==> config.mk <==
export PLATFORM = sky130hd
export DESIGN_NAME = scl_ctrl
export DESIGN_NICKNAME = d
export VERILOG_FILES = /design/src/rtl/core/scl_pkg.sv /design/src/rtl/core/scl_ctrl.sv
export SDC_FILE = /design/constraint.sdc
export NUM_CORES = 1
export LEC_CHECK = 0
export ABC_CLOCK_PERIOD_IN_PS = 3100
export BUFFER_PORTS_ARGS = -buffer_cell sky130_fd_sc_hd__buf_2
export CAP_MARGIN = 20
export CORE_MARGIN = 5
export CORE_UTILIZATION = 30
export CTS_BUF_LIST = sky130_fd_sc_hd__clkbuf_8 sky130_fd_sc_hd__clkbuf_16
export DETAILED_ROUTE_END_ITERATION = 10
export MAX_ROUTING_LAYER = met4
export PLACE_DENSITY = 0.55
export RECOVER_POWER = 100
export SYNTH_ARGS = -nofsm -noshare
export SYNTH_HDL_FRONTEND = slang
export SYNTH_SLANG_ARGS = --single-unit
==> constraint.sdc <==
create_clock -name clk -period 3.1 [get_ports clk]
set_input_delay 0.62 -clock clk [delete_from_list [all_inputs] [get_ports clk]]
set_output_delay 0.62 -clock clk [all_outputs]
set_load 0.01 [all_outputs]
==> src/rtl/core/scl_pkg.sv <==
// ----------------------------------------------------------------------------
// scl_pkg: shared constants and types for the shuffled combined LCG
// Generator constants, datapath widths and the controller/datapath
// command and status structs.
// ----------------------------------------------------------------------------
package scl_pkg;

  // generator A
  localparam int unsigned MOD_A = 259200;
  localparam int unsigned MUL_A = 7141;
  localparam int unsigned INC_A = 54773;
  // generator B
  localparam int unsigned MOD_B = 134456;
  localparam int unsigned MUL_B = 8121;
  localparam int unsigned INC_B = 28411;
  // generator C (table index)
  localparam int unsigned MOD_C = 243000;
  localparam int unsigned MUL_C = 4561;
  localparam int unsigned INC_C = 51349;

  localparam int unsigned TABLE_DEPTH_DEF = 100;

  // field widths
  localparam int SEED_W = 16;
  localparam int GEN_W  = 18;
  localparam int DEV_W  = 36;

  // modular reduction widths: operand below 2^X_W, reciprocal scaled by 2^X_W
  localparam int X_W = 31;
  localparam int Q_W = 14;
  localparam int R_W = 19;
  localparam int P_W = X_W + Q_W;

  // controller -> datapath commands
  typedef struct packed {
    logic load_seed;   // gen_a from the seed register
    logic commit_a;    // gen_a takes the reduced step
    logic commit_b;
    logic commit_c;
    logic derive_b;    // gen_b from gen_a
    logic derive_c;    // gen_c from gen_a, fill counter cleared
    logic fill_write;  // table entry at fill counter takes the deviate
    logic commit_idx;  // table index register loads
    logic access;      // read old entry, write new deviate
  } dp_cmd_t;

  // datapath -> controller status
  typedef struct packed {
    logic fill_last;
  } dp_status_t;

endpackage

==> src/rtl/core/scl_ctrl.sv <==
// ----------------------------------------------------------------------------
// scl_ctrl: controller of the shuffled combined LCG
// Sequences seeding, table fill and draws, owns the request and result
// handshakes and the seeded flag.
// ----------------------------------------------------------------------------
module scl_ctrl (
  input  logic                 clk,
  input  logic                 rst,
  input  logic                 in_valid,
  input  logic                 in_draw,
  output logic                 in_ready,
  output logic                 out_valid,
  input  logic                 out_ready,
  output scl_pkg::dp_cmd_t     cmd,
  input  scl_pkg::dp_status_t  status
);

  typedef enum logic [14:0] {
    S_IDLE     = 15'h0001,
    S_SEED     = 15'h0002,
    S_MUL      = 15'h0004,
    S_QUO      = 15'h0008,
    S_SUB      = 15'h0010,
    S_FIX      = 15'h0020,
    S_DERIVE_B = 15'h0040,
    S_DERIVE_C = 15'h0080,
    S_DEV      = 15'h0100,
    S_FILL     = 15'h0200,
    S_IMUL     = 15'h0400,
    S_IQUO     = 15'h0800,
    S_ISUB     = 15'h1000,
    S_IFIX     = 15'h2000,
    S_ACCESS   = 15'h4000
  } state_t;

  // which step sequence the shared generator pass belongs to
  typedef enum logic [3:0] {
    PH_INIT1 = 4'b0001,
    PH_INIT2 = 4'b0010,
    PH_FILL  = 4'b0100,
    PH_DRAW  = 4'b1000
  } phase_t;

  state_t state;
  state_t state_next;
  phase_t phase;
  phase_t phase_next;
  logic   seeded;
  logic   seeded_next;
  logic   out_valid_next;

  assign in_ready = (state == S_IDLE);

  // next state and commands
  always_comb begin
    state_next     = state;
    phase_next     = phase;
    seeded_next    = seeded;
    out_valid_next = out_valid && !out_ready;
    cmd            = '0;
    unique case (state)
      S_IDLE: begin
        if (in_valid && in_draw) begin
          if (seeded) begin
            phase_next = PH_DRAW;
            state_next = S_MUL;
          end else begin
            state_next = S_SEED;
          end
        end
      end
      S_SEED: begin
        cmd.load_seed = 1'b1;
        phase_next    = PH_INIT1;
        state_next    = S_MUL;
      end
      S_MUL: state_next = S_QUO;
      S_QUO: state_next = S_SUB;
      S_SUB: state_next = S_FIX;
      S_FIX: begin
        unique case (phase)
          PH_INIT1: begin
            cmd.commit_a = 1'b1;
            state_next   = S_DERIVE_B;
          end
          PH_INIT2: begin
            cmd.commit_a = 1'b1;
            state_next   = S_DERIVE_C;
          end
          PH_FILL: begin
            cmd.commit_a = 1'b1;
            cmd.commit_b = 1'b1;
            state_next   = S_DEV;
          end
          PH_DRAW: begin
            cmd.commit_a = 1'b1;
            cmd.commit_b = 1'b1;
            cmd.commit_c = 1'b1;
            state_next   = S_IMUL;
          end
          default: state_next = S_IDLE;
        endcase
      end
      S_DERIVE_B: begin
        cmd.derive_b = 1'b1;
        phase_next   = PH_INIT2;
        state_next   = S_MUL;
      end
      S_DERIVE_C: begin
        cmd.derive_c = 1'b1;
        phase_next   = PH_FILL;
        state_next   = S_MUL;
      end
      S_DEV: state_next = S_FILL;
      S_FILL: begin
        cmd.fill_write = 1'b1;
        state_next     = S_MUL;
        if (status.fill_last) begin
          seeded_next = 1'b1;
          phase_next  = PH_DRAW;
        end
      end
      S_IMUL: state_next = S_IQUO;
      S_IQUO: state_next = S_ISUB;
      S_ISUB: state_next = S_IFIX;
      // corrected quotient is ready once the remainder has been registered
      S_IFIX: begin
        cmd.commit_idx = 1'b1;
        state_next     = S_ACCESS;
      end
      S_ACCESS: begin
        // swap only once the result register is free
        if (!out_valid || out_ready) begin
          cmd.access     = 1'b1;
          out_valid_next = 1'b1;
          state_next     = S_IDLE;
        end
      end
      default: state_next = S_IDLE;
    endcase
  end

  // control registers
  always_ff @(posedge clk) begin
    if (rst) begin
      state     <= S_IDLE;
      phase     <= PH_INIT1;
      seeded    <= 1'b0;
      out_valid <= 1'b0;
    end else begin
      state     <= state_next;
      phase     <= phase_next;
      seeded    <= seeded_next;
      out_valid <= out_valid_next;
    end
  end

endmodule

# Yosys cells after proc, flatten, opt, wreduce, memory -nomap -nowiden
# Cells that the tools add are included.
[word_totals] ff_bits=21 in_bits=6 out_inout_bits=11 wordCells=61
[op_classes] eq_ne=23 mux=22 n_reduce_logical=12
[ops] op="15-bit case mux with 12 select lines" count=1
[ops] op="11-bit case mux with 4 select lines" count=1
[ops] op="15-bit 2-to-1 mux" count=2
[ops] op="4-bit case mux with 5 select lines" count=1
[ops] op="15-bit by 1-bit equality test with 1-bit output (second input constant)" count=1
[ops] op="15-bit by 10-bit equality test with 1-bit output (second input constant)" count=1
[ops] op="15-bit by 11-bit equality test with 1-bit output (second input constant)" count=1
[ops] op="15-bit by 12-bit equality test with 1-bit output (second input constant)" count=1
[ops] op="15-bit by 13-bit equality test with 1-bit output (second input constant)" count=1
[ops] op="15-bit by 14-bit equality test with 1-bit output (second input constant)" count=1
[ops] op="15-bit equality test (second input constant)" count=1
[ops] op="15-bit by 2-bit equality test with 1-bit output (second input constant)" count=1
[ops] op="15-bit by 3-bit equality test with 1-bit output (second input constant)" count=1
[ops] op="15-bit by 4-bit equality test with 1-bit output (second input constant)" count=1
[ops] op="15-bit by 5-bit equality test with 1-bit output (second input constant)" count=1
[ops] op="15-bit by 6-bit equality test with 1-bit output (second input constant)" count=1
[ops] op="15-bit by 7-bit equality test with 1-bit output (second input constant)" count=1
[ops] op="15-bit by 8-bit equality test with 1-bit output (second input constant)" count=1
[ops] op="15-bit by 9-bit equality test with 1-bit output (second input constant)" count=1
[ops] op="1-bit 2-to-1 mux" count=12
[ops] op="4-bit 2-to-1 mux" count=3
[ops] op="4-bit OR reduction" count=2
[ops] op="3-bit 2-to-1 mux" count=2
[ops] op="5-bit nonzero test" count=1
[ops] op="12 further kinds" count=17

# Logic depth before layout (Yosys ltp)
# Gate-level depths: netlist of the first run.
[logic_depth] ltp_word=4 ltp_mapped=7

# Worst setup path before layout of the first run
# OpenSTA, ideal clock, no wires.
[synth_timing] path_type="register -> output" from="reg state[11]" to="out cmd[5] in the netlist's numbering" t_arrival_ns=1.641 slack_ns=0.839 stages_incl_launch_ff=5 path_buffers=0 cell_sequence="dfxtp_1 > or4_1 > nor3_1 > nand4b_1 > nor2_1"
[synth_lines] item="from (decl)" line_no="scl_ctrl.sv:44" text="state_t state;"
[synth_lines] item="from (signal assigned)" line_no="scl_ctrl.sv:151" text="state <= state_next;"
[synth_lines] item="to (decl)" line_no="scl_ctrl.sv:14" text="output scl_pkg::dp_cmd_t cmd,"

==> results by group, run 1 <==
Layout
  • Non-filler cells, final: about 200
  • Most frequent cells in the layout: dfxtp_1, nor2_1, clkbuf_1
  • Final net count: 159
  • Filler Cell Count: 418
  • Area delta synth->final: 9.034%
  • Final core occ: 33.32%
  • Finished Cell Area: 1314 µm²
  • Share of cells above drive strength 1: 11.84%
  • Commonest non-fill, non-tap cell in the layout: dfxtp_1
  • Diodes inserted: 0

Clock tree
  • Post-CTS Hold Buffers: 0
  • Post_cts resized: 0
  • Postcts setup bufs: 0
  • Clk_lat worst skew: 270 ps
  • CTS Buf Count: 3
  • Clock transition at path regs: 80 ps
  • CTS Root Cell: clkbuf_8
  • Htree depth: 1
  • CTS tree: yes
  • Clock Sinks: 21
  • Clk buf depth: 2

Routing
  • Vias per cell: about 5.5
  • Post-route ant nets: 0
  • Routed wire length: 2905 µm
  • DRC: 0
  • Number of DRC markers in iteration 0: 80
  • Wire per inst: 14.38 µm
  • TritonRoute pass-1 iters: 4
  • Vias after detailed routing: about 1,100

Timing
  • RSZ-0062 raised after global routing: no
  • Endpoints failing hold: 0
  • Tightest Pin Transition: 635.4 ps
  • Final min period: ~2800 ps
  • Clock skew: 7.886 ps
  • Tcrit/Tclk final: 91.73%
  • # setup viols final: 0
  • Setup_tns: 0 ps
  • Max_slew headroom: 57.64%
  • Max-slew violations: 0
  • Fmax achieved: between 0.3 and 0.4 GHz

Synth
  • Cells after Synth: 139
  • Post-Syn Nets: 145
  • Syn_area_per_cell: 8.668 µm²
  • Synth area leaders: dfxtp_1, nor2_1, nor4_1
  • Sequential-to-total area share from yosys stat: 34.89%
  • Ys flop type: dfxtp_1
  • Cell Area, Synth: 1205 µm²
  • Synth cell types: 49
  • Synth top area share: 34.89%
  • Asr flop ratio synth: 0%
  • Number of synthesized flops with an enable pin: 0
  • Synth area leader: dfxtp_1
  • Synth Register Bits: 21
  • Yosys warns: 0

Placement
  • DPL Wire Length: 2288 µm
  • IO buf count: 16
  • Dpl cell area: 1300 µm²
  • GP Congestion: 0.8293
  • Post-placement cell count: between 150 and 200

Pwr
  • Clock power frac: 29.0%
  • Pwr/cell area: 477.3 nW/µm²
  • Max VDD drop: 0.1575 mV
  • Leak pwr: 0.5020 nW
  • Net Sw Power: 0.1935 mW
  • Internal power: 0.4336 mW
  • Comb pwr share: 23.1%
  • Sequential share of power: 47.9%
  • Sw Share: a little under a third

Floorplan
  • Die H: 73.38 µm
  • Num ports: 17
  • Starting Density: 30.56%
  • Die area: 5384 µm²
  • # rows: 23
  • Die X: 73.38 µm
  • Core region area: 3943 µm²

Global routing
  • GRT Overall Usage: 11.94%
  • Vias in the first global route: 1,070
  • First-pass GRT wire length: 4878 µm
  • GR Overflow Total: 0
  • Largest net degree at the start of global routing: 13
  • Antenna violations before repair: 0

Flow run
  • Number of max-cap violations: 0

Worst setup path
  • Worst-path maximum fanout: 8
  • Critical Path AT: 2220 ps
  • CP Launch Type: register
  • CP required: 2480 ps
  • Crit path capture type: primary output
  • Critical path class: reg -> out

Outcome
  • Status: complete, no violations

Worst hold path
  • Hold Crit Class: reg -> reg
cell type report:
class | count | area, µm² | area share, %
Multi-Input combinational cell | 105 | 694.4 | 52.86
Sequential cell | 21 | 420.4 | 32.00
Timing Repair Buffer | 16 | 67.56 | 5.143
Tap cell | 50 | 62.56 | 4.762
Clock buffer | 3 | 41.29 | 3.143
Inverter | 6 | 22.52 | 1.714
Clock inverter | 1 | 5.005 | 0.3810
synth_stat cells (all sizes together), types with 2 or more instances:
cell      n
a2111oi   2
a211oi    2
a21oi     3
a31o      2
and3      5
and3b     2
and4      2
buf       5
clkbuf    2
dfxtp    21
inv       6
nand2     5
nand2b    3
nand3b    2
nand4     2
nand4b    2
nor2     17
nor3      6
nor3b     3
nor4      9
o21ai     7
or3       2
or4       6
xnor2     3
xor2      4
routing by layer:
metal  global-route usage (%)  wire length, µm  vias to the layer above
met4                    3.622               37                        0
met2                    19.27             1365                       24
li1                         -                -                      551
met1                    15.26             1386                      525
met5                        -                0                        -
met3                    2.052              116                        5
worst max-delay path, cell delays in order, from the launching register on:
cell      delay, ps
dfxtp_1         370
or4_1           580
nor3_1          410
and4b_1         280
and3_1          160
clkbuf_1        150
path summary, 6_finish.rpt:
kind | from | end | slack, ps | cells past startpoint
worst max register to register | state[4] | phase[0] | 570 | 5
worst max-delay path | state[11] | cmd[6] | 260 | 5
worst min register to register | state[10] | state[9] | 500 | 1
worst min-delay path | state[10] | state[9] | 500 | 1
power by group through the flow:
stage / Combinational (mW) / Sequential, mW / Clock, mW
after global placement: 0.145 / 0.306 / 0
after detailed placement: 0.147 / 0.307 / 0
after global routing: 0.163 / 0.303 / 0.204
after floorplan: 0.117 / 0.302 / 0
final: 0.145 / 0.300 / 0.182
after CTS: 0.148 / 0.301 / 0.188
sequential cells by signal (all words and copies together), names as in the netlist:
name and count:
phase 4, seeded 1, state 15, out_valid 1
per-stage QoR:
stage | hold WS, ps | worst slack (ps) | total power, mW
floorplan | 443.8 | 839.4 | 0.4195
global placement | 472.6 | 624.8 | 0.4504
detailed placement | 480.1 | 596.2 | 0.4534
CTS | 496.1 | 289.5 | 0.6365
global route | 523.8 | 47.16 | 0.6710
finish | 496.5 | 256.4 | 0.6271
logic make-up (layout without fill, tap and decap cells):
| family | count (synthesis) | in the layout | synth area share (%) |
|---|---|---|---|
| simple gates | 72 | 72 | 38.84 |
| compound gates | 26 | 26 | 15.37 |
| flops | 21 | 21 | 34.89 |
| buf+inv | 13 | 26 | 5.815 |
| xor+xnor | 7 | 7 | 5.088 |
Note: power is estimated with default switching activity, not from simulation.
==> run 2: changes to the inputs <==
--- a/config.mk
+++ b/config.mk
@@ -5,16 +5,14 @@
 export SDC_FILE = /design/constraint.sdc
 export NUM_CORES = 1
 export LEC_CHECK = 0
-export ABC_CLOCK_PERIOD_IN_PS = 3100
 export BUFFER_PORTS_ARGS = -buffer_cell sky130_fd_sc_hd__buf_2
 export CAP_MARGIN = 20
 export CORE_MARGIN = 5
 export CORE_UTILIZATION = 30
 export CTS_BUF_LIST = sky130_fd_sc_hd__clkbuf_8 sky130_fd_sc_hd__clkbuf_16
 export DETAILED_ROUTE_END_ITERATION = 10
-export MAX_ROUTING_LAYER = met4
 export PLACE_DENSITY = 0.55
-export RECOVER_POWER = 100
+export RECOVER_POWER = 25
 export SYNTH_ARGS = -nofsm -noshare
 export SYNTH_HDL_FRONTEND = slang
 export SYNTH_SLANG_ARGS = --single-unit
==> run 2 against run 1 <==
Hold slack is essentially flat. Clock skew is essentially flat. Combinational power is essentially flat. Core utilization grew 0.79 points. Sequential share of layout area shrank 0.74 points. Clock power is essentially flat. Cell area grew 2.4%. Global-route usage shrank 0.36 points. Register-to-register slack gained 200 ps. Die area is the same. Non-clock buffer count is the same.
==> results by group, run 2 (same netlist as run 1, synthesis figures left out) <==
Floorplan
  • Num ports: 17
  • Starting Density: 30.56%
  • Die H: 73.38 µm
  • Die X: 73.38 µm
  • # rows: 23
  • Die area: 5384 µm²
  • Core region area: around 3900 µm²

Placement
  • DPL Wire Length: 2288 µm
  • IO buf count: 16
  • Dpl cell area: 1300 µm²
  • Post-Place Setup Slack: 596.2 ps
  • GP Congestion: between 0.8 and 0.9
  • Post-placement cell count: 198

Worst hold path
  • Hold Crit Class: reg -> reg

Timing
  • # setup viols final: 0
  • Endpoints failing hold: 0
  • Fin worst setup slack: 287.3 ps
  • Final min period: approximately 2800 ps
  • Setup_tns: 0 ps
  • Hold WS: slightly below 500 ps
  • Tightest Pin Transition: 659.0 ps
  • Clock skew: 7.771 ps
  • RSZ-0062 raised after global routing: no
  • Max_slew headroom: 56.07%
  • Max-slew violations: 0
  • Tcrit/Tclk final: 90.73%
  • Fmax achieved: 0.3555 GHz

Clock tree
  • Post_cts resized: 0
  • CTS Buf Count: 3
  • Clk_lat worst skew: 270 ps
  • Clock Sinks: 21
  • Post-CTS Hold Buffers: 0
  • CTS tree: yes
  • Htree depth: 1
  • CTS Root Cell: clkbuf_8
  • Clk buf depth: 2
  • Postcts setup bufs: 0
  • Clock transition at path regs: 80 ps

Worst setup path
  • CP Launch Type: register
  • Critical Path AT: 2190 ps
  • Critical path class: reg -> out
  • CP required: 2480 ps
  • Worst-path maximum fanout: 8
  • Crit path capture type: primary output

Pwr
  • Max VDD drop: 0.1588 mV
  • Total power draw: 0.6288 mW
  • Leak pwr: 0.5426 nW
  • Pwr/cell area: around 470 nW/µm²

Layout
  • Share of cells above drive strength 1: 19.08%
  • Area of the multi-input gates: just over 700 µm²
  • Finished Cell Area: 1345 µm²
  • Area occupied by registers: between 400 and 500 µm²
  • Final net count: ~160
  • Final core occ: between 30% and 40%
  • Non-filler cells, final: 202
  • Area delta synth->final: 11.63%
  • Most frequent cells in the layout: dfxtp_1, nor2_1, buf_2
  • Diodes inserted: 0
  • Biggest regs: state x15, phase x4
  • Filler Cell Count: 411
  • Largest register FFs: 15
  • Commonest non-fill, non-tap cell in the layout: dfxtp_1
  • Top reg by flops: state

Global routing
  • Largest net degree at the start of global routing: 13
  • First-pass GRT wire length: 4871 µm
  • Antenna violations before repair: 0
  • GRT Overall Usage: 11.58%
  • Vias in the first global route: 1,067
  • GR Overflow Total: 0

Outcome
  • Status: complete, no violations

Routing
  • TritonRoute pass-1 iters: 4
  • Routed wire length: 2904 µm
  • Vias per cell: 5.525
  • DRC: 0
  • Wire per inst: ~14 µm
  • Post-route ant nets: 0
  • Number of DRC markers in iteration 0: 65
  • Vias after detailed routing: ~1,100

Flow run
  • Number of max-cap violations: 0
==> run 2: worst max-delay path, stage by stage, from the launching register on <==
cell and delay [ps]:
dfxtp_1 370, or4_1 580, nor3_1 410, nand4b_1 260, nor2_1 160, buf_2 140
==> run 2: cell type report <==
type | instances | share of cell area [%]
repair buffers | 16 | 5.860
inverters | 6 | 1.674
flip-flops and latches | 21 | 31.26
well taps | 50 | 4.651
multi-input cells | 105 | 53.12
clock inverters | 1 | 0.3721
clock buffers | 3 | 3.070
==> run 2: final timing paths <==
| check | startpoint | slack [ps] | cells past startpoint | endpoint |
|---|---|---|---|---|
| max | state[11] | 290 | 5 | cmd[7] |
| min | state[10] | 500 | 1 | state[9] |
| max reg2reg | state[2] | 770 | 5 | state[12] |
| min reg2reg | state[10] | 500 | 1 | state[9] |
==> run 2: report_power, final <==
group          leakage [nW]  internal, mW  switching [mW]  total [mW]
sequential            0.170         0.282          0.0186       0.301
combinational         0.347        0.0630          0.0838       0.147
clock                0.0255        0.0897          0.0912       0.181
==> run 2: per-layer routing <==
metal / vias up / wire length (µm) / track usage (%)
li1: 551 / - / -
met1: 532 / 1390 / 15.01
met2: 28 / 1351 / 19.27
met3: 5 / 122 / 2.326
met4: 0 / 40 / 3.622
met5: - / 0 / 0
==> run 3: changes to the inputs <==
--- a/config.mk
+++ b/config.mk
@@ -8,10 +8,10 @@
 export BUFFER_PORTS_ARGS = -buffer_cell sky130_fd_sc_hd__buf_2
 export CAP_MARGIN = 20
 export CORE_MARGIN = 5
-export CORE_UTILIZATION = 30
+export CORE_UTILIZATION = 33
 export CTS_BUF_LIST = sky130_fd_sc_hd__clkbuf_8 sky130_fd_sc_hd__clkbuf_16
 export DETAILED_ROUTE_END_ITERATION = 10
-export PLACE_DENSITY = 0.55
+export PLACE_DENSITY = 0.59
 export RECOVER_POWER = 25
 export SYNTH_ARGS = -nofsm -noshare
 export SYNTH_HDL_FRONTEND = slang
==> run 3 against run 2 <==
Flip-flop and latch count unchanged. Critical path depth shrank 1. Register-to-register slack worse by 280 ps. Count of clock-buffer cells in the layout stayed put. Setup slack worse by 83 ps. Maximum frequency is 2.9% lower. Sequential share of layout area grew 0.12 points. Via count fell by 0.72%. Critical path type unchanged. Routed wire length grew 1.1%.
==> results by group, run 3 (same netlist as run 1, synthesis figures left out) <==
Outcome
  • Status: complete, no violations

Clock tree
  • Clk buf depth: 2
  • Clock transition at path regs: 90 ps
  • Clk_lat worst skew: 260 ps
  • CTS Root Cell: clkbuf_8
  • Post-CTS Hold Buffers: 0
  • CTS tree: yes
  • CTS Buf Count: 3
  • Clock Sinks: 21
  • Postcts setup bufs: 0
  • Post_cts resized: 0
  • Htree depth: 1

Floorplan
  • Die area: 4960 µm²
  • Die X: about 70 µm
  • Starting Density: 33.41%
  • Num ports: 17
  • Die H: 70.43 µm
  • # rows: 22
  • Core region area: 3606 µm²

Timing
  • Tightest Pin Transition: 571.1 ps
  • Setup_tns: 0 ps
  • Max_slew headroom: 61.52%
  • Tcrit/Tclk final: 93.43%
  • RSZ-0062 raised after global routing: no
  • Fmax achieved: 0.3453 GHz
  • Endpoints failing hold: 0
  • Clock skew: around 9 ps
  • Max-slew violations: 0
  • Final min period: 2896 ps
  • # setup viols final: 0

Worst setup path
  • CP required: 2480 ps
  • Critical Path AT: 2280 ps
  • Critical path class: reg -> out
  • Worst-path maximum fanout: 8
  • Crit path capture type: primary output
  • CP Launch Type: register

Global routing
  • GR Overflow Total: 0
  • Antenna violations before repair: 0
  • Largest net degree at the start of global routing: 13
  • GRT Overall Usage: about an eighth
  • Vias in the first global route: 995
  • First-pass GRT wire length: 4795 µm

Pwr
  • Net Sw Power: 0.2017 mW
  • Sequential share of power: 46.8%
  • Leak pwr: about 0.55 nW
  • Total power draw: between 0.6 and 0.7 mW
  • Sw Share: between 30% and 40%
  • Comb pwr share: 24.1%
  • Max VDD drop: roughly 0.33 mV
  • Internal power: 0.4375 mW
  • Pwr/cell area: 477.0 nW/µm²
  • Clock power frac: between 20% and 30%

Layout
  • Diodes inserted: 0
  • Most frequent cells in the layout: dfxtp_1, nor2_1, buf_2
  • Filler Cell Count: 371
  • Area delta synth->final: 11.22%
  • Biggest regs: state x15, phase x4
  • Share of cells above drive strength 1: 19.61%
  • Finished Cell Area: 1340 µm²
  • Final net count: 160
  • Commonest non-fill, non-tap cell in the layout: dfxtp_1
  • Largest register FFs: 15
  • Top reg by flops: state

Placement
  • DPL Wire Length: 2238 µm
  • GP Congestion: 0.9088
  • IO buf count: 16
  • Dpl cell area: 1305 µm²

Routing
  • Wire per inst: 14.60 µm
  • Vias after detailed routing: approximately 1,100
  • Number of DRC markers in iteration 0: 74
  • Vias per cell: 5.512
  • DRC: 0
  • Post-route ant nets: 0
  • Routed wire length: 2935 µm
  • TritonRoute pass-1 iters: 5

Flow run
  • Number of max-cap violations: 0

Worst hold path
  • Hold Crit Class: reg -> reg
## run 3: final cells by class
type	instances	area, µm²	share of cell area [%]
well taps	48	60.06	4.482
multi-input cells	105	704.4	52.57
clock inverters	1	5.005	0.3735
clock buffers	3	41.29	3.081
repair buffers	17	86.33	6.443
inverters	6	22.52	1.681
flip-flops and latches	21	420.4	31.37
## run 3: per-stage QoR
stage	utilization (%)	instances	worst slack (ps)	hold WS, ps
final	37.16	201	203.8	494.2
after global routing	37.16	201	147.7	524.9
after CTS	37.47	201	239.2	491.2
after detailed placement	36.19	197	540.5	475.3
after global placement	36.19	197	589.1	465.8
after floorplan	-	139	839.4	443.8
## run 3: final timing paths
kind	slack, ps	endpoint	cells after the start	start
min reg2reg	490	state[1]	1	seeded
max reg2reg	490	phase[0]	5	state[4]
max	200	cmd[8]	4	state[4]
min	490	state[1]	1	seeded
## run 3: critical path, stage by stage (launching register included)
cell and delay, ps:
dfxtp_1 390, or4_1 700, nor4_1 510, and2_1 260, buf_2 150
## run 3: power by group through the flow
stage	logic [mW]	clock network (mW)	registers, mW
CTS	0.152	0.190	0.299
global route	0.167	0.206	0.302
floorplan	0.117	0	0.302
global placement	0.151	0	0.305
finish	0.154	0.186	0.299
detailed placement	0.151	0	0.306
## run 3: routing by layer
metal	vias to the layer above	global-route usage [%]	wire (µm)
li1	549	-	-
met1	521	16.71	1393
met2	38	17.98	1327
met3	0	2.590	214
met4	0	2.979	0
met5	-	0	0
